--- src/sv/rau_pkg.sv ---
package rau_pkg;

  // Result range: signed WORD_BITS-bit numerator, denominator up to 2^(WORD_BITS-1)-1.
  localparam int WORD_BITS = 64;
  localparam logic [127:0] LIM = (128'd1 << (WORD_BITS - 1)) - 128'd1;

  // Operation codes.
  localparam logic [1:0] OP_ADD = 2'd0;
  localparam logic [1:0] OP_SUB = 2'd1;
  localparam logic [1:0] OP_MUL = 2'd2;
  localparam logic [1:0] OP_DIV = 2'd3;

  // Status codes.
  localparam logic [1:0] ST_OK   = 2'd0;
  localparam logic [1:0] ST_OVF  = 2'd1;
  localparam logic [1:0] ST_DIV0 = 2'd2;

  typedef struct packed {
    logic [1:0]         op;
    logic signed [63:0] a_num;
    logic [62:0]        a_den;
    logic signed [63:0] b_num;
    logic [62:0]        b_den;
  } in_item_t;

  typedef struct packed {
    logic signed [63:0] res_num;
    logic [62:0]        res_den;
    logic [1:0]         status;
  } out_item_t;

  // A classified job: numerator is (+/-)nx1*ny1 (+/-) nx2*ny2, denominator dx*dy.
  typedef struct packed {
    logic        div0;
    logic        is_add;
    logic        neg1;
    logic        neg2;
    logic [63:0] nx1;
    logic [63:0] ny1;
    logic [63:0] nx2;
    logic [63:0] ny2;
    logic [63:0] dx;
    logic [63:0] dy;
  } job_t;

  // Handshake between the front queue and the back sequencer.
  typedef struct packed {
    logic valid;
  } job_stat_t;

endpackage

--- src/sv/rau_front.sv ---
module rau_front import rau_pkg::*; (
  input  logic      clk,
  input  logic      rst_n,
  input  logic      in_push,
  output logic      in_full,
  input  in_item_t  in_data,
  output job_stat_t job_stat,
  input  logic      job_pop,
  output job_t      job
);

  job_t       q_r [2];
  logic       wp_r, rp_r;
  logic [1:0] cnt_r;
  job_t       cls;
  logic [63:0] an_u, bn_u, amag, bmag, ad, bd;
  logic        sa, sb, wr, rd;

  // Classify the incoming transaction into three products and their signs.
  always_comb begin
    an_u = in_data.a_num;
    bn_u = in_data.b_num;
    sa   = an_u[63];
    sb   = bn_u[63];
    amag = sa ? (~an_u + 64'd1) : an_u;
    bmag = sb ? (~bn_u + 64'd1) : bn_u;
    ad   = {1'b0, in_data.a_den};
    bd   = {1'b0, in_data.b_den};
    cls  = '0;
    cls.dx   = ad;
    cls.dy   = bd;
    cls.div0 = (ad == 64'd0) || (bd == 64'd0);
    unique case (in_data.op)
      OP_ADD, OP_SUB: begin
        cls.is_add = 1'b1;
        cls.nx1    = amag;
        cls.ny1    = bd;
        cls.neg1   = sa;
        cls.nx2    = bmag;
        cls.ny2    = ad;
        cls.neg2   = sb ^ (in_data.op == OP_SUB);
      end
      OP_MUL: begin
        cls.nx1  = amag;
        cls.ny1  = bmag;
        cls.neg1 = sa ^ sb;
      end
      default: begin
        cls.nx1  = amag;
        cls.ny1  = bd;
        cls.neg1 = sa ^ sb;
        cls.dy   = bmag;
        if (bmag == 64'd0) begin
          cls.div0 = 1'b1;
        end
      end
    endcase
  end

  assign in_full        = (cnt_r == 2'd2);
  assign wr             = in_push && !in_full;
  assign job_stat.valid = (cnt_r != 2'd0);
  assign rd             = job_pop && job_stat.valid;
  assign job            = q_r[rp_r];

  // Two-entry job queue.
  always_ff @(posedge clk) begin
    if (!rst_n) begin
      wp_r  <= 1'b0;
      rp_r  <= 1'b0;
      cnt_r <= 2'd0;
    end else begin
      if (wr) begin
        q_r[wp_r] <= cls;
        wp_r      <= ~wp_r;
      end
      if (rd) begin
        rp_r <= ~rp_r;
      end
      cnt_r <= cnt_r + {1'b0, wr} - {1'b0, rd};
    end
  end

endmodule

--- config.mk ---
export PLATFORM = sky130hd
export DESIGN_NAME = rau_front
export DESIGN_NICKNAME = d
export VERILOG_FILES = /design/src/sv/rau_pkg.sv /design/src/sv/rau_front.sv
export SDC_FILE = /design/constraint.sdc
export NUM_CORES = 1
export LEC_CHECK = 0
export BUFFER_PORTS_ARGS = -buffer_cell sky130_fd_sc_hd__buf_4
export CORE_MARGIN = 5
export CORE_UTILIZATION = 28
export CTS_BUF_LIST = sky130_fd_sc_hd__clkbuf_4 sky130_fd_sc_hd__clkbuf_8
export DETAILED_ROUTE_END_ITERATION = 10
export HOLD_SLACK_MARGIN = 0.02
export PLACE_DENSITY = 0.42
export SLEW_MARGIN = 20
export SYNTH_ARGS = -nofsm -noshare
export SYNTH_HDL_FRONTEND = slang
export SYNTH_SLANG_ARGS = --single-unit
export TNS_END_PERCENT = 30
--- constraint.sdc ---
create_clock -name clk -period 64.4 [get_ports clk]
set_clock_uncertainty 0.05 [all_clocks]
set_input_delay 9.66 -clock clk [delete_from_list [all_inputs] [get_ports clk]]
set_output_delay 9.66 -clock clk [all_outputs]
set_load 0.03 [all_outputs]
==> flow_summary.json <==
{
  "regArea_mm2": 0.0233,
  "cts_sinks": 777,
  "cts_buffers": 146,
  "rows": 126,
  "path_class": "primary input to flip-flop",
  "synth_edf_count": 772,
  "drive_above_1_share_pct": 43.7,
  "yosys_warnings": 0,
  "syn_avg_cell_area_um2": 15.5,
  "viasPerCell": 4.73,
  "p_leak_uw": 0.0151,
  "required_ns": 64.92,
  "fill_cells": 11500,
  "grt_max_degree": 148,
  "clkLatencyLatePin_ns": 0.78,
  "rsz0062_at_grt": "no",
  "synthFlopType": "edfxtp_1",
  "num_vias": 21300,
  "hp-class": "flip-flop to flip-flop",
  "top_level_ports": 650,
  "finalCritPeriodShare_pct": 21.4,
  "tightestPinTransition_ns": 1.18,
  "synth_area_mm2": 0.0332,
  "netlist_instances": 2144,
  "area_growth_pct": 28.2,
  "cts-root-buf": "clkbuf_8",
  "initial_core_util_pct": 28.2,
  "globalplace.congestion": 0.850,
  "max_slew_margin_pct": 20.7,
  "finalSetupViolations": 0,
  "place_hpwl_mm": 81.8,
  "fin_ws_ns": 50.59,
  "drt_iter0_drc": 1265,
  "firstDrtPassIters": 5,
  "clk_pin_slew_ns": 0.06,
  "start_kind": "primary input",
  "final_nets": 3115,
  "pre_cts_ws_ns": 49.82,
  "hold_path_depth": 2,
  "post-cts-setup-buffer-count": 0,
  "layout_common_cells": "edfxtp_1, buf_4, mux2_2",
  "drv_slew": 0,
  "cts_tree": "yes",
  "power.density_mw_per_mm2": 36.7,
  "peakVddDrop_v": 0.0000203,
  "synth_seq_cells": 777,
  "fin_tns_setup_ns": 0,
  "status": "finished clean",
  "grt.total_usage_pct": 17.7,
  "final_common_cell": "edfxtp_1",
  "wl_mm": 115,
  "synth.distinct_cells": 46,
  "grt_pass1_vias": 22300,
  "hp-start": "rp_r$_SDFFE_PN0P_",
  "antenna_left": 0,
  "cp_max_fo": 6,
  "reg2reg_depth": 5,
  "multi_input_area_mm2": 0.00949,
  "cts_buffer_depth": 3,
  "synth_top_area_cell": "edfxtp_1",
  "max_freq_ghz": 0.0724,
  "drc": 0,
  "hold_violations": 0,
  "routedWlPerCell_um": 25.6,
  "htree_levels": 4,
  "cts_resized": 0,
  "fin_crit_ns": 13.81,
  "synth_area_leaders": "edfxtp_1, mux2_2, o21ai_0",
  "cp.arrival_ns": 14.33,
  "fp.dieH_um": 354,
  "grt_antenna_before_repair": 8,
  "reg2reg_from": "cnt_r[0]$_SDFF_PN0_",
  "ys_seq_area_share_pct": 70.1,
  "r2r_slack_ns": 60.07,
  "grt_overflow_total": 0,
  "cap_viol_max_count": 0,
  "synthArstFlopShare_pct": 0,
  "die_area_mm2": 0.126,
  "die-width_um": 354,
  "fp.coreArea_mm2": 0.118,
  "cp-end-kind": "flip-flop",
  "ctsHoldBuffers": 0,
  "io_buffers": 647,
  "synth_top_area_share_pct": 69.8,
  "grt_pass1_wl_mm": 162,
  "r2r-end": "q_r[1][225]$_DFFE_PP_"
}
[stage by stage]
stage | hold slack [ns] | power (µW) | utilization, % | area (µm²) | std cells
after CTS | 0.499 | 1590 | 36.1 | 42600 | 4497
after global routing | 0.528 | 1630 | 36.1 | 42600 | 4500
after global placement | 0.474 | 1110 | 33.7 | 39800 | 4239
after floorplan | 0.454 | 946 | - | 33200 | 2145
final | 0.493 | 1560 | 36.1 | 42600 | 4503
after detailed placement | 0.478 | 1120 | 33.7 | 39800 | 4239
[critical path, cell delays in order]
cell and delay, ns:
buf_4 0.12, or4_4 0.57, or4_1 0.58, or4_1 0.70
o41ai_1 0.42, xor2_1 0.59, nand4_1 0.17, or4_1 0.57
or4_1 0.56, o41ai_2 0.39
[metal layers]
layer | share of wire [%] | GRT usage [%] | vias up | routed length (µm)
met5 | 0.029 | 0 | - | 34
li1 | - | - | 9660 | -
met2 | 48 | 29.2 | 746 | 55200
met3 | 7.9 | 5.71 | 145 | 9160
met4 | 2.2 | 5.11 | 4 | 2480
met1 | 42 | 22.3 | 10700 | 48500
[report_power, final]
| group | internal (µW) | switching [µW] |
|---|---|---|
| registers | 610 | 11.5 |
| logic | 171 | 304 |
| clock network | 255 | 211 |
[how the worst max path moves through the flow]
| stage | startpoint | endpoint | depth (start not counted) |
|---|---|---|---|
| after floorplan | in_push | q_r[0][0]$_DFFE_PP_ | 2 |
| after global placement | in_data[81] | q_r[0][386]$_DFFE_PP_ | 10 |
| after detailed placement | in_data[81] | q_r[0][386]$_DFFE_PP_ | 10 |
| after CTS | flip-flop | job[309] | 4 |
| after global routing | in_data[63] | q_r[0][386]$_DFFE_PP_ | 12 |
| final | in_data[81] | q_r[0][386]$_DFFE_PP_ | 10 |
[layout make-up]
class,count,share of cell area (%)
Multi-Input combinational cell,1247,22.3
Sequential cell,777,54.7
Antenna cell,6,0.0353
Clock buffer,190,5.54
Inverter,10,0.0881
Clock inverter,68,1.00
Tap cell,1536,4.51
Timing Repair Buffer,669,11.9
[registers in the layout, summed over array words and instances (netlist names), named ones only]
register	flops
q_r	772
wp_r	1
cnt_r	2
rp_r	1
[synth_stat cells (all sizes together) (3+ instances only)]
cell    count
or4        24
ha          4
o41ai      28
or3        25
buf         8
dfxtp       5
xor2       60
nand2b     11
clkbuf    103
and4        3
nand4      20
nor3       19
xnor2      68
edfxtp    772
mux2      386
nand2     172
inv        10
o31ai      42
nor2       79
o21ai     161
and2        5
nor2b      66
or2         8
nand3       8
nor4       39
[logic make-up after synthesis]
group                    after synthesis  share of synthesized area (%)
flip-flops                           777                           70.1
AND/OR/NAND/NOR                      484                           7.32
multiplexers                         387                           13.1
AO/OA/AOI/OAI                        242                           4.47
XOR/XNOR                             128                           3.40
buffers and inverters                121                           1.46
adder cells (fa/ha/maj)                4                          0.151
other                                  1                         0.0113
Power figures use the tool's default switching activity.
